**src/sv/mtep_pkg.sv**
```systemverilog
// Shared types, codes and helpers for the MIDI track event parser.
// No dependencies; the RTL files refer to this package by scoped names, and the testbench imports it.
`default_nettype none

package mtep_pkg;

  // Byte constants of the track event syntax.
  localparam logic [7:0] STATUS_META  = 8'hff;
  localparam logic [7:0] STATUS_SYSEX = 8'hf0;
  localparam logic [7:0] STATUS_EOX   = 8'hf7;
  localparam logic [7:0] STATUS_CH_LO = 8'h80;
  localparam logic [7:0] STATUS_CH_HI = 8'hef;
  localparam logic [3:0] HI_PROGRAM   = 4'hc;
  localparam logic [3:0] HI_PRESSURE  = 4'hd;

  // Queue between front and back.
  localparam int unsigned QUEUE_DEPTH = 2;
  localparam int unsigned QUEUE_AW    = (QUEUE_DEPTH > 1) ? $clog2(QUEUE_DEPTH) : 1;
  localparam int unsigned QUEUE_CW    = $clog2(QUEUE_DEPTH + 1);

  typedef enum logic [1:0] {
    KIND_CHAN  = 2'd0,
    KIND_SYSEX = 2'd1,
    KIND_META  = 2'd2,
    KIND_ERROR = 2'd3
  } kind_e;

  typedef enum logic [3:0] {
    PH_START  = 4'd0,
    PH_DELTA  = 4'd1,
    PH_STATUS = 4'd2,
    PH_P1     = 4'd3,
    PH_P2     = 4'd4,
    PH_SYSEX  = 4'd5,
    PH_MTYPE  = 4'd6,
    PH_MLEN   = 4'd7,
    PH_MDATA  = 4'd8
  } phase_e;

  // One classified input byte, as held in the queue.
  typedef struct packed {
    logic       track_start;
    logic [7:0] data_byte;
    logic       is_status;
    logic       is_chan;
    logic       is_sysex;
    logic       is_meta;
    logic       is_eox;
  } byte_class_t;

  // Queue occupancy seen by front and back.
  typedef struct packed {
    logic full;
    logic avail;
  } queue_stat_t;

  // One result record.
  typedef struct packed {
    kind_e       record_kind;
    logic [31:0] time_stamp;
    logic [7:0]  status_value;
    logic [7:0]  param_first;
    logic [7:0]  param_second;
    logic [7:0]  meta_type;
    logic        payload_valid;
    logic        last_of_event;
    logic        running_allowed;
  } record_t;

  function automatic logic is_chan_status(input logic [7:0] st);
    return (st >= STATUS_CH_LO) && (st <= STATUS_CH_HI);
  endfunction

  function automatic logic is_one_param(input logic [7:0] st);
    return (st[7:4] == HI_PROGRAM) || (st[7:4] == HI_PRESSURE);
  endfunction

  // Build a record without time stamp and running flag; the caller fills those.
  function automatic record_t make_rec(input kind_e kind, input logic [7:0] st,
                                       input logic [7:0] p1, input logic [7:0] p2,
                                       input logic [7:0] mtype, input logic pvalid,
                                       input logic last);
    record_t r;
    r = '0;
    r.record_kind   = kind;
    r.status_value  = st;
    r.param_first   = p1;
    r.param_second  = p2;
    r.meta_type     = mtype;
    r.payload_valid = pvalid;
    r.last_of_event = last;
    return r;
  endfunction

endpackage

`default_nettype wire

```
**src/sv/mtep_if.sv**
```systemverilog
// Valid/ready channel interfaces for the MIDI track event parser.
// Input beat carries one track byte; output beat carries one parsed record.
`default_nettype none

interface mtep_in_if;
  logic       valid;
  logic       ready;
  logic       track_start;
  logic [7:0] data_byte;

  modport source (output valid, output track_start, output data_byte, input ready);
  modport sink   (input valid, input track_start, input data_byte, output ready);
endinterface

interface mtep_out_if;
  logic        valid;
  logic        ready;
  logic [1:0]  record_kind;
  logic [31:0] time_stamp;
  logic [7:0]  status_value;
  logic [7:0]  param_first;
  logic [7:0]  param_second;
  logic [7:0]  meta_type;
  logic        payload_valid;
  logic        last_of_event;
  logic        running_allowed;

  modport source (output valid, output record_kind, output time_stamp,
                  output status_value, output param_first, output param_second,
                  output meta_type, output payload_valid, output last_of_event,
                  output running_allowed, input ready);
  modport sink   (input valid, input record_kind, input time_stamp,
                  input status_value, input param_first, input param_second,
                  input meta_type, input payload_valid, input last_of_event,
                  input running_allowed, output ready);
endinterface

`default_nettype wire

```
**src/sv/mtep_front.sv**
```systemverilog
// Front end: accept input beats and classify each byte for the parser.
// Depends on mtep_pkg and mtep_in_if.
`default_nettype none

module mtep_front (
  mtep_in_if.sink                  byte_i,
  input  var mtep_pkg::queue_stat_t q_stat_i,
  output logic                     push_o,
  output mtep_pkg::byte_class_t    class_o
);

  logic [7:0] b;

  assign b             = byte_i.data_byte;
  assign byte_i.ready  = !q_stat_i.full;
  assign push_o        = byte_i.valid && !q_stat_i.full;

  always_comb begin
    class_o             = '0;
    class_o.track_start = byte_i.track_start;
    class_o.data_byte   = b;
    class_o.is_status   = b[7];
    class_o.is_chan     = mtep_pkg::is_chan_status(b);
    class_o.is_sysex    = (b == mtep_pkg::STATUS_SYSEX) || (b == mtep_pkg::STATUS_EOX);
    class_o.is_meta     = (b == mtep_pkg::STATUS_META);
    class_o.is_eox      = (b == mtep_pkg::STATUS_EOX);
  end

endmodule

`default_nettype wire

```
**src/sv/mtep_queue.sv**
```systemverilog
// Short queue of classified bytes between front end and parser.
// Depends on mtep_pkg.
`default_nettype none

module mtep_queue (
  input  logic                      clk_i,
  input  logic                      rst_ni,
  input  logic                      push_i,
  input  var mtep_pkg::byte_class_t push_data_i,
  input  logic                      pop_i,
  output mtep_pkg::byte_class_t     pop_data_o,
  output mtep_pkg::queue_stat_t     stat_o
);

  localparam int unsigned AW = mtep_pkg::QUEUE_AW;
  localparam int unsigned CW = mtep_pkg::QUEUE_CW;

  mtep_pkg::byte_class_t mem_q [mtep_pkg::QUEUE_DEPTH];
  logic [AW-1:0] wr_ptr_q, wr_ptr_d;
  logic [AW-1:0] rd_ptr_q, rd_ptr_d;
  logic [CW-1:0] count_q, count_d;
  logic          do_push, do_pop;

  assign stat_o.full  = (count_q == CW'(mtep_pkg::QUEUE_DEPTH));
  assign stat_o.avail = (count_q != '0);
  assign do_push      = push_i && !stat_o.full;
  assign do_pop       = pop_i && stat_o.avail;
  assign pop_data_o   = mem_q[rd_ptr_q];

  always_comb begin
    wr_ptr_d = wr_ptr_q;
    rd_ptr_d = rd_ptr_q;
    count_d  = count_q;
    if (do_push) begin
      wr_ptr_d = (wr_ptr_q == AW'(mtep_pkg::QUEUE_DEPTH - 1)) ? '0 : wr_ptr_q + 1'b1;
    end
    if (do_pop) begin
      rd_ptr_d = (rd_ptr_q == AW'(mtep_pkg::QUEUE_DEPTH - 1)) ? '0 : rd_ptr_q + 1'b1;
    end
    if (do_push && !do_pop) begin
      count_d = count_q + 1'b1;
    end else if (do_pop && !do_push) begin
      count_d = count_q - 1'b1;
    end
  end

  always_ff @(posedge clk_i or negedge rst_ni) begin
    if (!rst_ni) begin
      wr_ptr_q <= '0;
      rd_ptr_q <= '0;
      count_q  <= '0;
    end else begin
      wr_ptr_q <= wr_ptr_d;
      rd_ptr_q <= rd_ptr_d;
      count_q  <= count_d;
    end
  end

  always_ff @(posedge clk_i) begin
    if (do_push) begin
      mem_q[wr_ptr_q] <= push_data_i;
    end
  end

endmodule

`default_nettype wire

```
**src/sv/mtep_back.sv**
```systemverilog
// Back end: track event state machine and registered output record.
// Depends on mtep_pkg and mtep_out_if.
`default_nettype none

module mtep_back (
  input  logic                      clk_i,
  input  logic                      rst_ni,
  input  var mtep_pkg::queue_stat_t q_stat_i,
  input  var mtep_pkg::byte_class_t class_i,
  output logic                      pop_o,
  mtep_out_if.source                rec_o
);

  mtep_pkg::phase_e phase_q, phase_d;
  logic [31:0] delta_q, delta_d;
  logic [31:0] time_q, time_d;
  logic [7:0]  prev_q, prev_d;
  logic [7:0]  cur_q, cur_d;
  logic [7:0]  held_q, held_d;
  logic [7:0]  mtype_q, mtype_d;
  logic [31:0] mlen_q, mlen_d;
  logic [31:0] mrcv_q, mrcv_d;
  logic        run_q, run_d;
  logic        err_q, err_d;

  logic              out_valid_q;
  mtep_pkg::record_t out_q, rec_d;
  logic              emit;
  logic              running;
  logic [7:0]        st;
  logic [7:0]        b;

  assign b     = class_i.data_byte;
  assign pop_o = q_stat_i.avail && (!out_valid_q || rec_o.ready);

  always_comb begin
    phase_d = phase_q;
    delta_d = delta_q;
    time_d  = time_q;
    prev_d  = prev_q;
    cur_d   = cur_q;
    held_d  = held_q;
    mtype_d = mtype_q;
    mlen_d  = mlen_q;
    mrcv_d  = mrcv_q;
    run_d   = run_q;
    err_d   = err_q;
    emit    = 1'b0;
    rec_d   = '0;
    running = 1'b0;
    st      = '0;

    if (pop_o) begin
      if (class_i.track_start) begin
        phase_d = mtep_pkg::PH_START;
        delta_d = '0;
        time_d  = '0;
        prev_d  = '0;
        cur_d   = '0;
        held_d  = '0;
        mtype_d = '0;
        mlen_d  = '0;
        mrcv_d  = '0;
        run_d   = 1'b0;
        err_d   = 1'b0;
      end
      if (!err_d) begin
        if (phase_d == mtep_pkg::PH_START) begin
          delta_d = '0;
          mlen_d  = '0;
          mrcv_d  = '0;
          phase_d = mtep_pkg::PH_DELTA;
        end
        case (phase_d)
          mtep_pkg::PH_DELTA: begin
            delta_d = {delta_d[24:0], b[6:0]};
            if (!class_i.is_status) begin
              phase_d = mtep_pkg::PH_STATUS;
            end
          end
          mtep_pkg::PH_STATUS: begin
            running = !class_i.is_status;
            run_d   = 1'b1;
            if (running) begin
              st = prev_d;
            end else begin
              st = b;
              if (b == prev_d) begin
                run_d = 1'b0;
              end
            end
            time_d = time_d + delta_d;
            prev_d = st;
            if (running ? mtep_pkg::is_chan_status(st) : class_i.is_chan) begin
              cur_d   = st;
              phase_d = mtep_pkg::PH_P1;
              if (running) begin
                if (mtep_pkg::is_one_param(st)) begin
                  phase_d = mtep_pkg::PH_START;
                  emit    = 1'b1;
                  rec_d   = mtep_pkg::make_rec(mtep_pkg::KIND_CHAN, st, b, '0, '0, 1'b1, 1'b1);
                end else begin
                  held_d  = b;
                  phase_d = mtep_pkg::PH_P2;
                end
              end
            end else if (!running && class_i.is_sysex) begin
              cur_d   = st;
              phase_d = mtep_pkg::PH_SYSEX;
              emit    = 1'b1;
              rec_d   = mtep_pkg::make_rec(mtep_pkg::KIND_SYSEX, st, b, '0, '0, 1'b1, 1'b0);
            end else if (!running && class_i.is_meta) begin
              cur_d   = st;
              phase_d = mtep_pkg::PH_MTYPE;
            end else begin
              err_d = 1'b1;
              emit  = 1'b1;
              rec_d = mtep_pkg::make_rec(mtep_pkg::KIND_ERROR, st, '0, '0, '0, 1'b0, 1'b1);
            end
          end
          mtep_pkg::PH_P1: begin
            if (mtep_pkg::is_one_param(cur_d)) begin
              phase_d = mtep_pkg::PH_START;
              emit    = 1'b1;
              rec_d   = mtep_pkg::make_rec(mtep_pkg::KIND_CHAN, cur_d, b, '0, '0, 1'b1, 1'b1);
            end else begin
              held_d  = b;
              phase_d = mtep_pkg::PH_P2;
            end
          end
          mtep_pkg::PH_P2: begin
            phase_d = mtep_pkg::PH_START;
            emit    = 1'b1;
            rec_d   = mtep_pkg::make_rec(mtep_pkg::KIND_CHAN, cur_d, held_d, b, '0, 1'b1, 1'b1);
          end
          mtep_pkg::PH_SYSEX: begin
            emit  = 1'b1;
            rec_d = mtep_pkg::make_rec(mtep_pkg::KIND_SYSEX, cur_d, b, '0, '0, 1'b1,
                                       class_i.is_eox);
            if (class_i.is_eox) begin
              phase_d = mtep_pkg::PH_START;
            end
          end
          mtep_pkg::PH_MTYPE: begin
            mtype_d = b;
            phase_d = mtep_pkg::PH_MLEN;
          end
          mtep_pkg::PH_MLEN: begin
            mlen_d = {mlen_d[24:0], b[6:0]};
            if (!class_i.is_status) begin
              if (mlen_d == '0) begin
                phase_d = mtep_pkg::PH_START;
                emit    = 1'b1;
                rec_d   = mtep_pkg::make_rec(mtep_pkg::KIND_META, mtep_pkg::STATUS_META, '0, '0,
                                             mtype_d, 1'b0, 1'b1);
              end else begin
                phase_d = mtep_pkg::PH_MDATA;
              end
            end
          end
          mtep_pkg::PH_MDATA: begin
            mrcv_d = mrcv_d + 32'd1;
            emit   = 1'b1;
            rec_d  = mtep_pkg::make_rec(mtep_pkg::KIND_META, mtep_pkg::STATUS_META, b, '0,
                                        mtype_d, 1'b1, (mrcv_d == mlen_d));
            if (mrcv_d == mlen_d) begin
              phase_d = mtep_pkg::PH_START;
            end
          end
          default: begin
            phase_d = mtep_pkg::PH_START;
          end
        endcase
      end
    end
    rec_d.time_stamp      = time_d;
    rec_d.running_allowed = run_d;
  end

  always_ff @(posedge clk_i or negedge rst_ni) begin
    if (!rst_ni) begin
      phase_q     <= mtep_pkg::PH_START;
      delta_q     <= '0;
      time_q      <= '0;
      prev_q      <= '0;
      cur_q       <= '0;
      held_q      <= '0;
      mtype_q     <= '0;
      mlen_q      <= '0;
      mrcv_q      <= '0;
      run_q       <= 1'b0;
      err_q       <= 1'b0;
      out_valid_q <= 1'b0;
    end else begin
      phase_q <= phase_d;
      delta_q <= delta_d;
      time_q  <= time_d;
      prev_q  <= prev_d;
      cur_q   <= cur_d;
      held_q  <= held_d;
      mtype_q <= mtype_d;
      mlen_q  <= mlen_d;
      mrcv_q  <= mrcv_d;
      run_q   <= run_d;
      err_q   <= err_d;
      if (pop_o) begin
        out_valid_q <= emit;
      end else if (rec_o.ready) begin
        out_valid_q <= 1'b0;
      end
    end
  end

  always_ff @(posedge clk_i) begin
    if (pop_o && emit) begin
      out_q <= rec_d;
    end
  end

  assign rec_o.valid           = out_valid_q;
  assign rec_o.record_kind     = out_q.record_kind;
  assign rec_o.time_stamp      = out_q.time_stamp;
  assign rec_o.status_value    = out_q.status_value;
  assign rec_o.param_first     = out_q.param_first;
  assign rec_o.param_second    = out_q.param_second;
  assign rec_o.meta_type       = out_q.meta_type;
  assign rec_o.payload_valid   = out_q.payload_valid;
  assign rec_o.last_of_event   = out_q.last_of_event;
  assign rec_o.running_allowed = out_q.running_allowed;

endmodule

`default_nettype wire

```
**src/sv/midi_track_event_parser.sv**
```systemverilog
// Top level of the MIDI track event parser: front end, byte queue, parser back end.
// Depends on mtep_pkg, mtep_if, mtep_front, mtep_queue and mtep_back.
//
// Usage
//   byte_i carries one track-chunk payload byte per beat, with track_start set on
//   the first byte of each track; that beat clears the time stamp and all parser
//   state before the byte is parsed. rec_o carries parsed records: complete
//   channel messages, one beat per SysEx byte, one beat per meta data byte (or one
//   empty beat for a zero-length meta event) and error records.
//   Each byte yields zero or one record. After an error record, bytes are taken
//   and dropped until the next track_start beat.
// Path and throughput
//   A byte's record passes through the queue and the output register before it is
//   offered on rec_o. One byte is parsed per cycle while the output register is free
//   or being taken; each parser state update holds delta shift, 32-bit time add, length compare.
// Reset and stalls
//   rst_ni clears the queue, the parser to event start and the output register.
//   When the receiver holds rec_o.ready low, the record waits in the output
//   register, the parser halts and the two-entry queue fills; byte_i.ready drops
//   only once the queue is full.
`default_nettype none

module midi_track_event_parser (
  input  logic       clk_i,
  input  logic       rst_ni,
  mtep_in_if.sink    byte_i,
  mtep_out_if.source rec_o
);

  mtep_pkg::queue_stat_t q_stat;
  mtep_pkg::byte_class_t push_class;
  mtep_pkg::byte_class_t pop_class;
  logic                  push;
  logic                  pop;

  // Classify each byte and push it while the queue has room.
  mtep_front u_front (
    .byte_i   (byte_i),
    .q_stat_i (q_stat),
    .push_o   (push),
    .class_o  (push_class)
  );

  // Hold classified bytes so that input and output stall independently.
  mtep_queue u_queue (
    .clk_i       (clk_i),
    .rst_ni      (rst_ni),
    .push_i      (push),
    .push_data_i (push_class),
    .pop_i       (pop),
    .pop_data_o  (pop_class),
    .stat_o      (q_stat)
  );

  // Advance the event state machine one byte per cycle while the output can move.
  mtep_back u_back (
    .clk_i    (clk_i),
    .rst_ni   (rst_ni),
    .q_stat_i (q_stat),
    .class_i  (pop_class),
    .pop_o    (pop),
    .rec_o    (rec_o)
  );

endmodule

`default_nettype wire

```
**src/flat_wrapper.sv**
```systemverilog
// flat-port wrapper written by rule: the top's interface ports become plain ports
module midi_track_event_parser_flat 
  (clk_i, rst_ni, byte_i_valid, byte_i_track_start, byte_i_data_byte, byte_i_ready, rec_o_valid, rec_o_record_kind, rec_o_time_stamp, rec_o_status_value, rec_o_param_first, rec_o_param_second, rec_o_meta_type, rec_o_payload_valid, rec_o_last_of_event, rec_o_running_allowed, rec_o_ready);
  mtep_in_if byte_i_i ();
  mtep_out_if rec_o_i ();
  input  logic clk_i;
  input  logic rst_ni;
  input wire logic [$bits(byte_i_i.valid)-1:0] byte_i_valid;
  input wire logic [$bits(byte_i_i.track_start)-1:0] byte_i_track_start;
  input wire logic [$bits(byte_i_i.data_byte)-1:0] byte_i_data_byte;
  output wire logic [$bits(byte_i_i.ready)-1:0] byte_i_ready;
  output wire logic [$bits(rec_o_i.valid)-1:0] rec_o_valid;
  output wire logic [$bits(rec_o_i.record_kind)-1:0] rec_o_record_kind;
  output wire logic [$bits(rec_o_i.time_stamp)-1:0] rec_o_time_stamp;
  output wire logic [$bits(rec_o_i.status_value)-1:0] rec_o_status_value;
  output wire logic [$bits(rec_o_i.param_first)-1:0] rec_o_param_first;
  output wire logic [$bits(rec_o_i.param_second)-1:0] rec_o_param_second;
  output wire logic [$bits(rec_o_i.meta_type)-1:0] rec_o_meta_type;
  output wire logic [$bits(rec_o_i.payload_valid)-1:0] rec_o_payload_valid;
  output wire logic [$bits(rec_o_i.last_of_event)-1:0] rec_o_last_of_event;
  output wire logic [$bits(rec_o_i.running_allowed)-1:0] rec_o_running_allowed;
  input wire logic [$bits(rec_o_i.ready)-1:0] rec_o_ready;
  assign byte_i_i.valid = byte_i_valid;
  assign byte_i_i.track_start = byte_i_track_start;
  assign byte_i_i.data_byte = byte_i_data_byte;
  assign byte_i_ready = byte_i_i.ready;
  assign rec_o_valid = rec_o_i.valid;
  assign rec_o_record_kind = rec_o_i.record_kind;
  assign rec_o_time_stamp = rec_o_i.time_stamp;
  assign rec_o_status_value = rec_o_i.status_value;
  assign rec_o_param_first = rec_o_i.param_first;
  assign rec_o_param_second = rec_o_i.param_second;
  assign rec_o_meta_type = rec_o_i.meta_type;
  assign rec_o_payload_valid = rec_o_i.payload_valid;
  assign rec_o_last_of_event = rec_o_i.last_of_event;
  assign rec_o_running_allowed = rec_o_i.running_allowed;
  assign rec_o_i.ready = rec_o_ready;
  midi_track_event_parser u_core (.clk_i(clk_i), .rst_ni(rst_ni), .byte_i(byte_i_i), .rec_o(rec_o_i));
endmodule
```
**config.mk**
```make
export PLATFORM = sky130hd
export DESIGN_NAME = midi_track_event_parser_flat
export DESIGN_NICKNAME = d
export VERILOG_FILES = /design/src/sv/mtep_pkg.sv /design/src/sv/mtep_if.sv /design/src/sv/mtep_front.sv /design/src/sv/mtep_queue.sv /design/src/sv/mtep_back.sv /design/src/sv/midi_track_event_parser.sv /design/src/flat_wrapper.sv
export SDC_FILE = /design/constraint.sdc
export NUM_CORES = 1
export LEC_CHECK = 0
export ABC_CLOCK_PERIOD_IN_PS = 10000
export BUFFER_PORTS_ARGS = -buffer_cell sky130_fd_sc_hd__buf_2
export CAP_MARGIN = 0
export CORE_MARGIN = 5
export CORE_UTILIZATION = 57
export CTS_CLUSTER_DIAMETER = 60
export DETAILED_ROUTE_END_ITERATION = 10
export GPL_TIMING_DRIVEN = 0
export HOLD_SLACK_MARGIN = 0.02
export PLACE_DENSITY = 0.83
export SLEW_MARGIN = 15
export SYNTH_ARGS = -nofsm -noshare
export SYNTH_HDL_FRONTEND = slang
export SYNTH_SLANG_ARGS = --single-unit
```
**constraint.sdc**
```tcl
create_clock -name clk_i -period 10 [get_ports clk_i]
set_input_delay 2.5 -clock clk_i [delete_from_list [all_inputs] [get_ports clk_i]]
set_output_delay 2.5 -clock clk_i [all_outputs]
set_load 0.03 [all_outputs]
```
==> run summary <==
outcome: finished clean
Post-synth EDFFs: 95
DRT iter0 DRCs: 1433
Port Buffers: 83
most frequent cells in the layout: dfrtp_1 (171), nand2_1 (165), o21ai_0 (140)
Final ANT Viol Nets: 0
maximum vdd ir drop: 186 uV
final worst-path cycle share: 0.653
first-pass GRT wire length: 64.2 mm
Critical Path Source Type: register
Comb pwr share: 0.377
Mapped Cells: 1415
TNS Setup: 0 ps
GRT Resource Usage Total: 0.279
clock slew at reported path FFs: 60 ps
Cell Count Post-Placement: 1825
sw frac: 0.406
max_slew headroom: 0.153
Internal: 2.32 mW
Final Cell Area: 16000 um^2
crit path max fanout: 10
clock sink count: 266
Num CTS Buffers: 28
dpl hpwl: 28.0 mm
Hold Path Stages: 2
maximum clock rate: 153 MHz
worst hold path class: register to register
Post-CTS Setup Bufs: 0
ys async rst share: 0.643
path depth of the worst reg2reg path: 18
placed cell area: 15100 um^2
Post-Syn Area: 14200 um^2
cts repair resizes: 0
die area: 28100 um^2
Final Critical Period: 6530 ps
ANT cells: 0
row cnt: 57
P_leak: 6.79 nW
largest net degree at the start of global routing: 105
#FFs+latches synth: 266
Netlist cell types: 73
register area share after synthesis: 0.503
Post-Syn Nets: 1463
Clock Path Buffers: 3
CP Capture Type: register
RSZ-0062 raised after global routing: no
max cap viols: 0
drt wl/cell: 21.1 um
Vias: 12000
Post-route DRC: 0
share of layout cells above drive strength 1: 0.126
setup ws final: 3470 ps
Clk network pwr share: 0.266
chip width: 168 um
Synth Flop Type: dfrtp_1
number of global-route vias before repair: 12000
Worst-Margin Slew: 1230 ps
Area Overhead vs Synth: 13.0%
final setup vio count: 0
core area: 24400 um^2
GRT overflow: 0
final cell count without fillers: 1877
WS Path Type: register to register
final weighted congestion in routability-driven placement: 0.986
pre-CTS setup slack: 3780 ps
PwrDens: 244 nW/um^2
Pre-antenna DRT Iters: 9
Nets: 1579
most common cell after layout, fill and taps aside: dfrtp_1
final WL: 39.7 mm
Worst-Skew Late Latency: 540 ps
initial antenna violation count: 0
Yosys Warn Count: 0
die height: 168 um
Worst EP required: 10350 ps
Clock Skew: 14.3 ps
Final Hold Fails: 0
post-synthesis average cell area: 10.0 um^2
Max Slew Vio Count: 0
Seq pwr share: 0.357
H-Tree Depth: 1
Fillers: 1941
CTS root buffer: clkbuf_16
Net Switching: 1.59 mW
initial core utilization: 0.582
Hold Buf Count CTS: 0
vias per inst: 6.38
TritonCTS clock tree: yes
Critical Path AT: 6880 ps
I/O pin count: 84
==> through the flow <==
| stage | power (mW) | hold slack (ps) | utilization |
|---|---|---|---|
| final | 3.91 | 472 | 0.657 |
| after global routing | 4.09 | 488 | 0.657 |
| after CTS | 3.87 | 481 | 0.657 |
| after detailed placement | 2.83 | 467 | 0.619 |
| after global placement | 2.79 | 452 | 0.615 |
| after floorplan | 2.36 | 442 | - |
==> per-layer routing <==
layer,part of all wire,GRT usage,wire length (um)
met1,0.41,0.381,16100
met3,0.090,0.0488,3580
met4,0.039,0.105,1560
met5,0,0,0
met2,0.46,0.450,18400
==> cell usage after synthesis, types with 26 or more instances <==
master,count,area (um^2)
dfrtp_1,171,4280
nand2_1,165,619
o21ai_0,140,701
edfxtp_1,95,2850
nor2_1,66,248
clkbuf_1,65,244
a21oi_1,64,320
nand3_1,57,285
and3_1,50,313
xnor2_1,50,438
and2_1,46,288
a22o_1,38,333
ha_1,34,425
mux2_2,30,338
nor3_1,29,145
xor2_1,28,245
inv_1,26,97.6
==> area by class of cell <==
type	count	area [um^2]	area share
buffer	75	298	0.0186
clock buffer	42	845	0.0527
clock inverter	10	82.6	0.00515
inverter	27	101	0.00633
multi-input combinational	1047	6660	0.416
sequential	266	7130	0.445
tap	324	405	0.0253
timing repair buffer	86	493	0.0308
==> cell families after synthesis <==
| logic type | Yosys count | share of synthesized area |
|---|---|---|
| buffers and inverters | 102 | 0.0281 |
| AND/OR/NAND/NOR | 512 | 0.186 |
| adder cells (fa/ha/maj) | 35 | 0.0314 |
| flip-flops | 266 | 0.503 |
| AO/OA/AOI/OAI | 369 | 0.163 |
| XOR/XNOR | 78 | 0.0482 |
| multiplexers | 53 | 0.0404 |
==> registers in the layout (all words and copies together) (netlist names), 2 cells and up <==
register / cells
u_core.u_back.mrcv_q: 32
u_core.u_back.rec_o.record_kind: 2
u_core.u_back.mtype_q: 8
u_core.u_back.rec_o.status_value: 8
u_core.u_back.rec_o.time_stamp: 32
u_core.u_queue.count_q: 2
u_core.u_back.rec_o.param_first: 8
u_core.u_back.cur_q: 8
u_core.u_back.delta_q: 32
u_core.u_queue.mem_q: 26
u_core.u_back.phase_q: 4
u_core.u_back.held_q: 8
u_core.u_back.time_q: 32
u_core.u_back.rec_o.meta_type: 8
u_core.u_back.rec_o.param_second: 8
u_core.u_back.mlen_q: 32
u_core.u_back.prev_q: 8
==> path summary, 6_finish.rpt <==
kind | start | end | slack (ps)
min reg2reg | u_core.u_back.mtype_q[0] | u_core.u_back.mtype_q[0] | 470
max reg2reg | u_core.u_queue.rd_ptr_q | u_core.u_back.rec_o.last_of_event | 3470
max | u_core.u_queue.rd_ptr_q | u_core.u_back.rec_o.last_of_event | 3470
min in group asynchronous | rst_ni | u_core.u_back.mrcv_q[22] | 1910
min | u_core.u_back.mtype_q[0] | u_core.u_back.mtype_q[0] | 470
max in group asynchronous | rst_ni | u_core.u_back.time_q[9] | 7180
==> power groups by stage <==
| stage | Clock, mW | Combinational [mW] | Sequential (mW) |
|---|---|---|---|
| after floorplan | 0 | 0.916 | 1.44 |
| after global placement | 0 | 1.38 | 1.41 |
| after detailed placement | 0 | 1.42 | 1.41 |
| after CTS | 1.04 | 1.44 | 1.39 |
| after global routing | 1.10 | 1.59 | 1.41 |
| final | 1.04 | 1.47 | 1.40 |
==> worst max-delay path, stage by stage (launching register included) <==
cell and delay [ps]:
dfrtp_1 340, buf_6 140, mux2i_1 410, buf_2 330
clkbuf_1 480, clkbuf_1 380, clkbuf_1 440, and3_1 250
ha_1 240, and3_1 170, buf_2 190, nand4_1 250
nor3_1 710, and3_1 350, xnor2_1 220, nand4bb_1 150
or4_1 480, or4_1 540, o32ai_2 250
(Power assumes the default switching activity.)
